[src/pcrr_pkg.sv]
// Shared types and constants of the per-CPU round robin scheduler.
package pcrr_pkg;

	localparam int THREADS = 64;
	localparam int TW      = 6;
	localparam int CPUS    = 4;
	localparam int CW      = 2;
	localparam int QW      = 7;

	localparam logic [1:0] KIND_ENQ   = 2'd0;
	localparam logic [1:0] KIND_DEQ   = 2'd1;
	localparam logic [1:0] KIND_SCHED = 2'd2;

	localparam logic [1:0] ST_NOT_READY = 2'd0;
	localparam logic [1:0] ST_READY     = 2'd1;
	localparam logic [1:0] ST_TAKEN     = 2'd2;
	localparam logic [1:0] ST_EXITED    = 2'd3;

	localparam logic [7:0] BUDGET_RESET = 8'd2;

	typedef enum logic [5:0] {
		S_IDLE = 6'b000001,
		S_RDA  = 6'b000010,
		S_EXA  = 6'b000100,
		S_RDB  = 6'b001000,
		S_EXB  = 6'b010000,
		S_OUT  = 6'b100000
	} state_t;

	typedef struct packed {
		logic latch;
		logic rd_a;
		logic ex_a;
		logic rd_b;
		logic ex_b;
	} cmd_t;

	typedef struct packed {
		logic choose;
	} sts_t;

endpackage

[src/pcrr_ctrl.sv]
// Sequencer of the scheduler: steps each item through read and update phases.
module pcrr_ctrl (
	input  logic           clk,
	input  logic           arst_n,
	input  logic           s_tvalid,
	output logic           s_tready,
	output logic           m_tvalid,
	input  logic           m_tready,
	input  pcrr_pkg::sts_t sts,
	output pcrr_pkg::cmd_t cmd
);

	pcrr_pkg::state_t state_q, state_d;

	always_ff @(posedge clk or negedge arst_n) begin
		if (!arst_n) begin
			state_q <= pcrr_pkg::S_IDLE;
		end else begin
			state_q <= state_d;
		end
	end

	always_comb begin
		state_d = state_q;
		unique case (state_q)
			pcrr_pkg::S_IDLE: if (s_tvalid) state_d = pcrr_pkg::S_RDA;
			pcrr_pkg::S_RDA:  state_d = pcrr_pkg::S_EXA;
			pcrr_pkg::S_EXA:  state_d = sts.choose ? pcrr_pkg::S_RDB : pcrr_pkg::S_OUT;
			pcrr_pkg::S_RDB:  state_d = pcrr_pkg::S_EXB;
			pcrr_pkg::S_EXB:  state_d = pcrr_pkg::S_OUT;
			pcrr_pkg::S_OUT:  if (m_tready) state_d = pcrr_pkg::S_IDLE;
			default:          state_d = pcrr_pkg::S_IDLE;
		endcase
	end

	assign s_tready  = (state_q == pcrr_pkg::S_IDLE);
	assign m_tvalid  = (state_q == pcrr_pkg::S_OUT);
	assign cmd.latch = s_tready && s_tvalid;
	assign cmd.rd_a  = (state_q == pcrr_pkg::S_RDA);
	assign cmd.ex_a  = (state_q == pcrr_pkg::S_EXA);
	assign cmd.rd_b  = (state_q == pcrr_pkg::S_RDB);
	assign cmd.ex_b  = (state_q == pcrr_pkg::S_EXB);

`ifndef SYNTHESIS
	a_accept_reads: assert property (@(posedge clk) disable iff (!arst_n)
		s_tvalid && s_tready |=> state_q == pcrr_pkg::S_RDA)
		else $error("accepted item did not start a read");
	a_no_choose_out: assert property (@(posedge clk) disable iff (!arst_n)
		state_q == pcrr_pkg::S_EXA && !sts.choose |=> m_tvalid)
		else $error("finished item not presented");
	a_head_update: assert property (@(posedge clk) disable iff (!arst_n)
		state_q == pcrr_pkg::S_RDB |=> state_q == pcrr_pkg::S_EXB)
		else $error("head read not followed by update");
`endif

endmodule

[src/pcrr_dp.sv]
// Datapath of the scheduler: thread tables, queue registers and result register.
module pcrr_dp (
	input  logic           clk,
	input  logic           arst_n,
	input  pcrr_pkg::cmd_t cmd,
	output pcrr_pkg::sts_t sts,
	input  logic           budget_we,
	input  logic [7:0]     budget_wdata,
	input  logic [1:0]     in_kind,
	input  logic [5:0]     in_thread,
	input  logic           in_idle,
	input  logic           in_noaff,
	input  logic [7:0]     in_aff,
	input  logic [1:0]     in_cpu,
	input  logic           in_exit,
	input  logic           in_wait,
	input  logic [7:0]     in_budget,
	output logic           status,
	output logic           switched,
	output logic [5:0]     pick_thread,
	output logic           chosen_is_idle,
	output logic [7:0]     granted_budget,
	output logic           retired_current,
	output logic [6:0]     queue_length
);

	localparam int TW = pcrr_pkg::TW;
	localparam int CW = pcrr_pkg::CW;
	localparam int QW = pcrr_pkg::QW;

	logic [1:0]    kind_q;
	logic [TW-1:0] t_q;
	logic          idle_q, noaff_q, exit_q, wait_q, ret_q;
	logic [7:0]    aff_q, bud_q, dflt_q;
	logic [CW-1:0] cpu_q;

	logic [1:0]    stat_mem [pcrr_pkg::THREADS];
	logic [8:0]    aff_mem  [pcrr_pkg::THREADS];
	logic [TW-1:0] nxt_mem  [pcrr_pkg::THREADS];
	logic [TW-1:0] prv_mem  [pcrr_pkg::THREADS];
	logic [CW-1:0] qcpu_mem [pcrr_pkg::THREADS];
	logic [pcrr_pkg::THREADS-1:0] vld_q;

	logic [1:0]    stat_rd_q;
	logic          vld_rd_q;
	logic [8:0]    aff_rd_q;
	logic [TW-1:0] nxt_rd_q, prv_rd_q, addr_q, rd_addr;
	logic [CW-1:0] qcpu_rd_q;

	logic [TW-1:0] first_q [pcrr_pkg::CPUS];
	logic [TW-1:0] last_q  [pcrr_pkg::CPUS];
	logic [QW-1:0] cnt_q   [pcrr_pkg::CPUS];
	logic [TW-1:0] run_thr_q [pcrr_pkg::CPUS];
	logic [pcrr_pkg::CPUS-1:0] run_vld_q, run_idle_q;

	logic [1:0]    stat_eff;
	logic          push_en, unl_en, ex_en, aff_we, run_we, run_idle_d, res_we;
	logic [TW-1:0] push_t, run_thr_d;
	logic [CW-1:0] push_c;
	logic [7:0]    enq_c, rq_c;
	logic [QW-1:0] cnt_cpu, cnt_uc;

	logic          r_status, r_sw, r_cidle, r_ret;
	logic [TW-1:0] r_chosen;
	logic [7:0]    r_grant;
	logic [QW-1:0] r_qlen;

	logic          stat_we, nxt_we, prv_we, qcpu_we, first_we, last_we, cnt_we;
	logic [TW-1:0] stat_wa, nxt_wa, nxt_wd, prv_wa, prv_wd, qcpu_wa, first_d, last_d;
	logic [1:0]    stat_wd;
	logic [CW-1:0] qcpu_wd, first_c, last_c, cnt_c;
	logic [QW-1:0] cnt_d;

	always_ff @(posedge clk) begin
		if (cmd.latch) begin
			kind_q  <= in_kind;
			t_q     <= in_thread;
			idle_q  <= in_idle;
			noaff_q <= in_noaff;
			aff_q   <= in_aff;
			cpu_q   <= in_cpu;
			exit_q  <= in_exit;
			wait_q  <= in_wait;
			bud_q   <= in_budget;
		end
	end

	always_ff @(posedge clk or negedge arst_n) begin
		if (!arst_n) begin
			dflt_q <= pcrr_pkg::BUDGET_RESET;
		end else if (budget_we) begin
			dflt_q <= budget_wdata;
		end
	end

	always_comb begin
		if (cmd.rd_b) begin
			rd_addr = first_q[cpu_q];
		end else if (kind_q == pcrr_pkg::KIND_SCHED) begin
			rd_addr = run_thr_q[cpu_q];
		end else begin
			rd_addr = t_q;
		end
	end

	always_ff @(posedge clk) begin
		if (stat_we) stat_mem[stat_wa] <= stat_wd;
		if (aff_we) aff_mem[t_q] <= {noaff_q, aff_q};
		if (nxt_we) nxt_mem[nxt_wa] <= nxt_wd;
		if (prv_we) prv_mem[prv_wa] <= prv_wd;
		if (qcpu_we) qcpu_mem[qcpu_wa] <= qcpu_wd;
		if (cmd.rd_a || cmd.rd_b) begin
			stat_rd_q <= stat_mem[rd_addr];
			vld_rd_q  <= vld_q[rd_addr];
			aff_rd_q  <= aff_mem[rd_addr];
			nxt_rd_q  <= nxt_mem[rd_addr];
			prv_rd_q  <= prv_mem[rd_addr];
			qcpu_rd_q <= qcpu_mem[rd_addr];
			addr_q    <= rd_addr;
		end
	end

	always_ff @(posedge clk or negedge arst_n) begin
		if (!arst_n) begin
			vld_q <= '0;
		end else if (stat_we) begin
			vld_q[stat_wa] <= 1'b1;
		end
	end

	assign stat_eff = vld_rd_q ? stat_rd_q : pcrr_pkg::ST_NOT_READY;
	assign enq_c    = noaff_q ? {{(8-CW){1'b0}}, cpu_q} : aff_q;
	assign rq_c     = aff_rd_q[8] ? {{(8-CW){1'b0}}, cpu_q} : aff_rd_q[7:0];
	assign cnt_cpu  = cnt_q[cpu_q];
	assign cnt_uc   = cnt_q[qcpu_rd_q];

	always_comb begin
		push_en    = 1'b0;
		push_t     = addr_q;
		push_c     = cpu_q;
		unl_en     = 1'b0;
		ex_en      = 1'b0;
		aff_we     = 1'b0;
		run_we     = 1'b0;
		run_thr_d  = '0;
		run_idle_d = 1'b0;
		res_we     = 1'b0;
		sts.choose = 1'b0;
		r_status   = 1'b0;
		r_sw       = 1'b0;
		r_chosen   = '0;
		r_cidle    = 1'b0;
		r_grant    = '0;
		r_ret      = 1'b0;
		r_qlen     = '0;
		if (cmd.ex_a) begin
			case (kind_q)
				pcrr_pkg::KIND_ENQ: begin
					res_we = 1'b1;
					if (stat_eff == pcrr_pkg::ST_READY) begin
						r_status = 1'b1;
					end else if (idle_q) begin
						r_qlen = cnt_cpu;
					end else if (enq_c >= 8'(pcrr_pkg::CPUS)) begin
						r_status = 1'b1;
					end else begin
						aff_we  = 1'b1;
						push_en = 1'b1;
						push_t  = t_q;
						push_c  = enq_c[CW-1:0];
						r_qlen  = cnt_q[enq_c[CW-1:0]] + QW'(1);
					end
				end
				pcrr_pkg::KIND_DEQ: begin
					res_we = 1'b1;
					if (stat_eff != pcrr_pkg::ST_READY) begin
						r_status = 1'b1;
					end else if (!idle_q) begin
						unl_en = 1'b1;
						r_qlen = (cnt_uc != '0) ? cnt_uc - QW'(1) : cnt_uc;
					end else begin
						r_qlen = cnt_uc;
					end
				end
				pcrr_pkg::KIND_SCHED: begin
					sts.choose = 1'b1;
					if (run_vld_q[cpu_q]) begin
						if (exit_q) begin
							ex_en = !run_idle_q[cpu_q];
						end else if (wait_q) begin
							sts.choose = 1'b1;
						end else if (bud_q != '0) begin
							sts.choose = 1'b0;
							res_we     = 1'b1;
							r_qlen     = cnt_cpu;
						end else if (!run_idle_q[cpu_q] && stat_eff != pcrr_pkg::ST_READY
							&& rq_c < 8'(pcrr_pkg::CPUS)) begin
							push_en = 1'b1;
							push_c  = rq_c[CW-1:0];
						end
					end
				end
				default: begin
					res_we   = 1'b1;
					r_status = 1'b1;
				end
			endcase
		end else if (cmd.ex_b) begin
			res_we = 1'b1;
			if (cnt_cpu == '0) begin
				run_we     = 1'b1;
				run_idle_d = 1'b1;
				r_sw       = 1'b1;
				r_cidle    = 1'b1;
				r_ret      = ret_q;
			end else if (stat_eff != pcrr_pkg::ST_READY) begin
				r_status = 1'b1;
			end else begin
				unl_en    = 1'b1;
				run_we    = 1'b1;
				run_thr_d = addr_q;
				r_sw      = 1'b1;
				r_chosen  = addr_q;
				r_grant   = dflt_q;
				r_ret     = ret_q;
				r_qlen    = (qcpu_rd_q == cpu_q) ? cnt_cpu - QW'(1) : cnt_cpu;
			end
		end
	end

	always_comb begin
		stat_we  = 1'b0;
		stat_wa  = addr_q;
		stat_wd  = pcrr_pkg::ST_READY;
		nxt_we   = 1'b0;
		nxt_wa   = '0;
		nxt_wd   = '0;
		prv_we   = 1'b0;
		prv_wa   = '0;
		prv_wd   = '0;
		qcpu_we  = 1'b0;
		qcpu_wa  = push_t;
		qcpu_wd  = push_c;
		first_we = 1'b0;
		first_c  = push_c;
		first_d  = push_t;
		last_we  = 1'b0;
		last_c   = push_c;
		last_d   = push_t;
		cnt_we   = 1'b0;
		cnt_c    = push_c;
		cnt_d    = '0;
		if (push_en) begin
			if (cnt_q[push_c] == '0) begin
				first_we = 1'b1;
			end else begin
				nxt_we = 1'b1;
				nxt_wa = last_q[push_c];
				nxt_wd = push_t;
				prv_we = 1'b1;
				prv_wa = push_t;
				prv_wd = last_q[push_c];
			end
			last_we = 1'b1;
			cnt_we  = 1'b1;
			cnt_d   = cnt_q[push_c] + QW'(1);
			qcpu_we = 1'b1;
			stat_we = 1'b1;
			stat_wa = push_t;
		end else if (unl_en) begin
			first_c = qcpu_rd_q;
			first_d = nxt_rd_q;
			last_c  = qcpu_rd_q;
			last_d  = prv_rd_q;
			cnt_c   = qcpu_rd_q;
			if (first_q[qcpu_rd_q] == addr_q) begin
				first_we = 1'b1;
			end else begin
				nxt_we = 1'b1;
				nxt_wa = prv_rd_q;
				nxt_wd = nxt_rd_q;
			end
			if (last_q[qcpu_rd_q] == addr_q) begin
				last_we = 1'b1;
			end else begin
				prv_we = 1'b1;
				prv_wa = nxt_rd_q;
				prv_wd = prv_rd_q;
			end
			cnt_we  = (cnt_uc != '0);
			cnt_d   = cnt_uc - QW'(1);
			stat_we = 1'b1;
			stat_wd = pcrr_pkg::ST_TAKEN;
		end else if (ex_en) begin
			stat_we = 1'b1;
			stat_wd = pcrr_pkg::ST_EXITED;
		end
	end

	always_ff @(posedge clk) begin
		if (first_we) first_q[first_c] <= first_d;
		if (last_we) last_q[last_c] <= last_d;
		if (cmd.ex_a) ret_q <= run_vld_q[cpu_q] && exit_q;
		if (res_we) begin
			status          <= r_status;
			switched        <= r_sw;
			pick_thread     <= r_chosen;
			chosen_is_idle  <= r_cidle;
			granted_budget  <= r_grant;
			retired_current <= r_ret;
			queue_length    <= r_qlen;
		end
	end

	always_ff @(posedge clk or negedge arst_n) begin
		if (!arst_n) begin
			for (int i = 0; i < pcrr_pkg::CPUS; i++) begin
				cnt_q[i]     <= '0;
				run_thr_q[i] <= '0;
			end
			run_vld_q  <= '0;
			run_idle_q <= '0;
		end else begin
			if (cnt_we) cnt_q[cnt_c] <= cnt_d;
			if (run_we) begin
				run_thr_q[cpu_q]  <= run_thr_d;
				run_vld_q[cpu_q]  <= 1'b1;
				run_idle_q[cpu_q] <= run_idle_d;
			end
		end
	end

endmodule

[src/per_cpu_round_robin_scheduler_top.sv]
// Per-CPU round robin ready queue scheduler, top level.
// Each item gets a table read and an update before its result is presented; a schedule that
// goes on to choose makes a second read and update, of the head of its CPU's queue.
// One item at a time: a new item is accepted only once the last result has been taken, so
// an output stall holds off the next item.
// Reset clears all thread status, queue counts and running state at once; no sweep.
module per_cpu_round_robin_scheduler_top (
	input  logic        clk,
	input  logic        arst_n,
	input  logic        default_budget_we,
	input  logic [7:0]  default_budget_wdata,
	input  logic        s_tvalid,
	output logic        s_tready,
	// thread_index, thread_is_idle, no_affinity, affinity_cpu, calling_cpu,
	// current_exiting, current_waiting, current_budget
	input  logic [31:0] s_tdata,
	// kind
	input  logic [1:0]  s_tuser,
	output logic        m_tvalid,
	input  logic        m_tready,
	// status, switched, pick_thread, chosen_is_idle, granted_budget,
	// retired_current, queue_length
	output logic [31:0] m_tdata
);

	pcrr_pkg::cmd_t cmd;
	pcrr_pkg::sts_t sts;

	logic       status, switched, chosen_is_idle, retired_current;
	logic [5:0] pick_thread;
	logic [7:0] granted_budget;
	logic [6:0] queue_length;

	pcrr_ctrl u_ctrl (
		.clk      (clk),
		.arst_n   (arst_n),
		.s_tvalid (s_tvalid),
		.s_tready (s_tready),
		.m_tvalid (m_tvalid),
		.m_tready (m_tready),
		.sts      (sts),
		.cmd      (cmd)
	);

	pcrr_dp u_dp (
		.clk             (clk),
		.arst_n          (arst_n),
		.cmd             (cmd),
		.sts             (sts),
		.budget_we       (default_budget_we),
		.budget_wdata    (default_budget_wdata),
		.in_kind         (s_tuser),
		.in_thread       (s_tdata[5:0]),
		.in_idle         (s_tdata[6]),
		.in_noaff        (s_tdata[7]),
		.in_aff          (s_tdata[15:8]),
		.in_cpu          (s_tdata[17:16]),
		.in_exit         (s_tdata[18]),
		.in_wait         (s_tdata[19]),
		.in_budget       (s_tdata[27:20]),
		.status          (status),
		.switched        (switched),
		.pick_thread     (pick_thread),
		.chosen_is_idle  (chosen_is_idle),
		.granted_budget  (granted_budget),
		.retired_current (retired_current),
		.queue_length    (queue_length)
	);

	assign m_tdata = {7'd0, queue_length, retired_current, granted_budget,
		chosen_is_idle, pick_thread, switched, status};

endmodule
[config.mk]
export PLATFORM = sky130hd
export DESIGN_NAME = per_cpu_round_robin_scheduler_top
export DESIGN_NICKNAME = d
export VERILOG_FILES = /design/src/pcrr_pkg.sv /design/src/pcrr_ctrl.sv /design/src/pcrr_dp.sv /design/src/per_cpu_round_robin_scheduler_top.sv
export SDC_FILE = /design/constraint.sdc
export NUM_CORES = 2
export LEC_CHECK = 0
export BUFFER_PORTS_ARGS = -buffer_cell sky130_fd_sc_hd__buf_2
export CORE_ASPECT_RATIO = 0.5
export CORE_UTILIZATION = 55
export CTS_CLUSTER_DIAMETER = 50
export DETAILED_ROUTE_END_ITERATION = 8
export GPL_ROUTABILITY_DRIVEN = 0
export MAX_ROUTING_LAYER = met4
export PLACE_DENSITY_LB_ADDON = 0.12
export SLEW_MARGIN = 10
export SYNTH_ARGS = -nofsm -noshare
export SYNTH_HDL_FRONTEND = slang
export SYNTH_SLANG_ARGS = --single-unit
export TNS_END_PERCENT = 20
[constraint.sdc]
create_clock -name clk -period 22.1 [get_ports clk]
set_clock_uncertainty 0.1 [all_clocks]
set_input_delay 4.42 -clock clk [delete_from_list [all_inputs] [get_ports clk]]
set_output_delay 4.42 -clock clk [all_outputs]
set_load 0.01 [all_outputs]
==> flow_summary.ini <==
[routing]
wl_met1_um = 78990
drc = 14
post_drt_wl_per_cell_um = 28.06
viasPerCell = 6.412
top_layer_used = met4
drt_wl_total_um = 183100
wl_met2_um = 84030
firstDrtPassIters = 8
dr_wl_met3_um = 16810
drt_iter0_drc = 5711
ant_nets = 0
num_vias = 41833

[synth]
yosys.area_share.simple = 0.07668
syn_avg_cell_area_um2 = 17.31
synth_compound_area_frac = 0.03787
synthCells = 4468
ys.flop_type = edfxtp_1
synth-seq-cells = 1876
synth_fa_ha_area_frac = 0.001132
synth-seq-area-share = 0.7192
muxShareOfSynthArea = 0.1451
synth-warning-count = 0
syn_area_um2 = 77340
synth_xor_area_frac = 0.003511
ys_async_sr_fraction = 0.07356
ys_types = 106
synth_top_family_by_area = multiplexers
synth_edf_count = 1736

[hold_path]
holdPathStages = 1
whs_endpoint = u_dp.vld_q[51]
hp-class = reg2reg
min_from = u_dp.vld_q[51]

[layout]
multi_input_area_um2 = 20680
area_growth_pct = 9.825
register_area_um2 = 55630
final_cell_mix = edfxtp_1 (1,736), nand2_1 (558), mux4_2 (454)
final_nets = 4581
fillerInstances = 9862
stdcell_count = 6524
final_area_um2 = 84940
drive_gt1_frac = 0.2180
layout_commonest_cell = edfxtp_1

[cts]
path_clk_slew_ns = 0.06
cts_inserted_buffers = 162
hold_buffers = 0
post_cts_buffers = 0
cts_sinks = 1876
clockBufferDepth = 3
htreeDepth = 4
clock_latency_ns = 0.83
postCtsResizedCells = 0
tritoncts = done
clock-root-buffer = clkbuf_16

[timing]
worst_slack_ns = 14.38
max-slew-margin-rel = 0.1475
rsz0062_at_grt = no
setup_violations = 0
finalMaxSlewViolations = 0
worst_pin_slew_ns = 1.279
timing.hold.ws_ns = 0.3619
fin_crit_ns = 7.717
clock.fmax_mhz = 129.6
final.setup.tns_ns = 0
hold_viol_final = 0
period_share = 0.3492

[critical_path]
cp-start-kind = register
cpMostUsedCell = buf_4
worstSetupPathType = reg2reg
critPathMaxFanout = 70
slowest_delay_ns = 1.00
reg2reg_from = u_dp.aff_q[3]
r2r_setup_slack_ns = 14.38
cpMaxStageDelayCell = a21oi_1
crit_chain = buf_4, nor2_1, a21oi_1, or4_4, o21a_1, buf_4, nand2_4, inv_2, buf_4, mux2i_1, a31oi_4, o21ai_2, o221ai_2, nor3_1
cp-end-kind = register
reg2reg_depth = 14
cp.arrival_ns = 8.05
r2r-end = u_dp.nxt_mem[17][5]
required_ns = 22.43

[global_route]
grt_usage = 0.2707
antenna_found_initial = 6
first_global_vias = 41992
grt_pass1_wl_um = 274100
grt_overflow_total = 0
grt_start_max_net_pins = 116

[die]
fp.coreArea_um2 = 138400
initial_core_util = 0.5589
die_width_um = 532.3
fp.dieArea_um2 = 142200
io_pins = 81
num_rows = 96
chipHeight_um = 267.2

[job]
drv_cap = 0

[power_and_ir_drop]
peakVddDrop_uv = 61.64
powerDensity_nw_per_um2 = 97.87
leakagePower_nw = 27.66

[place]
dp_hpwl_um = 109600
place_area_um2 = 79760
portBuffers = 69
dp.cells = 6225
dpl_worst_slack_ns = 14.63

[run_status]
violations = DRC
status = complete, but fails checks
-- Yosys cell counts (all sizes together) (6+ instances only) --
library cell	number	area (um^2)
mux2	48	540.5
o221ai	9	116.4
nor2	360	1351
nand4	6	43.79
a22oi	7	52.55
nand3b	7	52.55
o21a	9	67.56
nand3	43	225.2
or2	69	431.7
o211ai	22	190.2
nor3	58	300.3
a311oi	57	499.2
ha	7	87.58
clkbuf	149	559.3
a211oi	17	132.6
nor3b	14	115.1
a31oi	70	474.2
mux2i	45	454.2
dfrtp	136	3403
nand2b	11	68.82
nand2	564	2127
a211o	6	52.55
o21ai	55	286.5
and3	109	681.9
or4	6	52.55
o22ai	12	93.84
a21oi	85	436.7
inv	28	107.6
nor2b	8	50.05
edfxtp	1736	52130
xnor2	19	166.4
nor4	15	115.1
buf	112	600.6
xor2	12	105.1
and2	29	181.4
mux4	454	10220
-- cell families after synthesis --
family,Yosys count
XOR/XNOR,31
adder cells (fa/ha/maj),7
multiplexers,547
AND/OR/NAND/NOR,1315
AO/OA/AOI/OAI,401
other,1
buffers and inverters,290
flip-flops,1876
-- worst max-delay path: cells and delay by family (launching register included) --
family / cells / cell delay, ns
compound gates: 5 / 3.10
buf+inv: 4 / 1.62
simple gates: 4 / 1.49
mux: 1 / 0.56
flops: 1 / 0.33
-- layout make-up --
type,instances,area share
Antenna cell,2,0.00005892
Clock buffer,208,0.05097
Clock inverter,89,0.009840
Inverter,29,0.001385
Multi-Input combinational cell,2308,0.2435
Sequential cell,1876,0.6549
Tap cell,1862,0.02743
Timing Repair Buffer,150,0.01189
-- state kept, by name, summed over array words and instances (netlist names), 7 cells and up, named ones only --
signal,cells
u_dp.aff_mem,576
u_dp.aff_q,8
u_dp.aff_rd_q,9
u_dp.bud_q,8
u_dp.cnt_q,28
u_dp.dflt_q,8
u_dp.first_q,24
u_dp.granted_budget,8
u_dp.last_q,24
u_dp.nxt_mem,384
u_dp.prv_mem,384
u_dp.qcpu_mem,128
u_dp.queue_length,7
u_dp.run_thr_q,24
u_dp.stat_mem,128
u_dp.vld_q,64
-- how the worst max path moves through the flow --
stage,slack [ns],startpoint,end,cells past startpoint
after floorplan,14.52,u_dp.noaff_q,u_dp.nxt_mem[0][1],13
after global placement,14.79,u_dp.aff_q[7],u_dp.nxt_mem[9][1],14
after detailed placement,14.63,u_dp.aff_q[7],u_dp.nxt_mem[9][1],14
after CTS,14.55,u_dp.aff_q[7],u_dp.nxt_mem[17][5],14
after global routing,14.03,u_dp.aff_q[3],u_dp.nxt_mem[17][5],14
final,14.38,u_dp.aff_q[3],u_dp.nxt_mem[17][5],14
-- through the flow --
step | total power, mW | util
3_3_place_gp | 5.573 | 0.5764
5_1_grt | 8.595 | 0.6138
6_report | 8.313 | 0.6138
3_5_place_dp | 5.592 | 0.5764
4_1_cts | 8.356 | 0.6138
2_1_floorplan | 5.107 | -
-- per-layer routing --
metal  vias up  global-route usage
li1      17792                   -
met1     21894              0.3980
met2      1885              0.3986
met3       262             0.04963
met4         0             0.06109
met5         -                   -
-- power by group --
| group | switching (mW) | internal [mW] |
|---|---|---|
| sequential | 0.0436 | 3.98 |
| combinational | 0.943 | 0.555 |
| clock | 1.32 | 1.48 |
| total | 2.30 | 6.01 |
(Power assumes the default switching activity.)
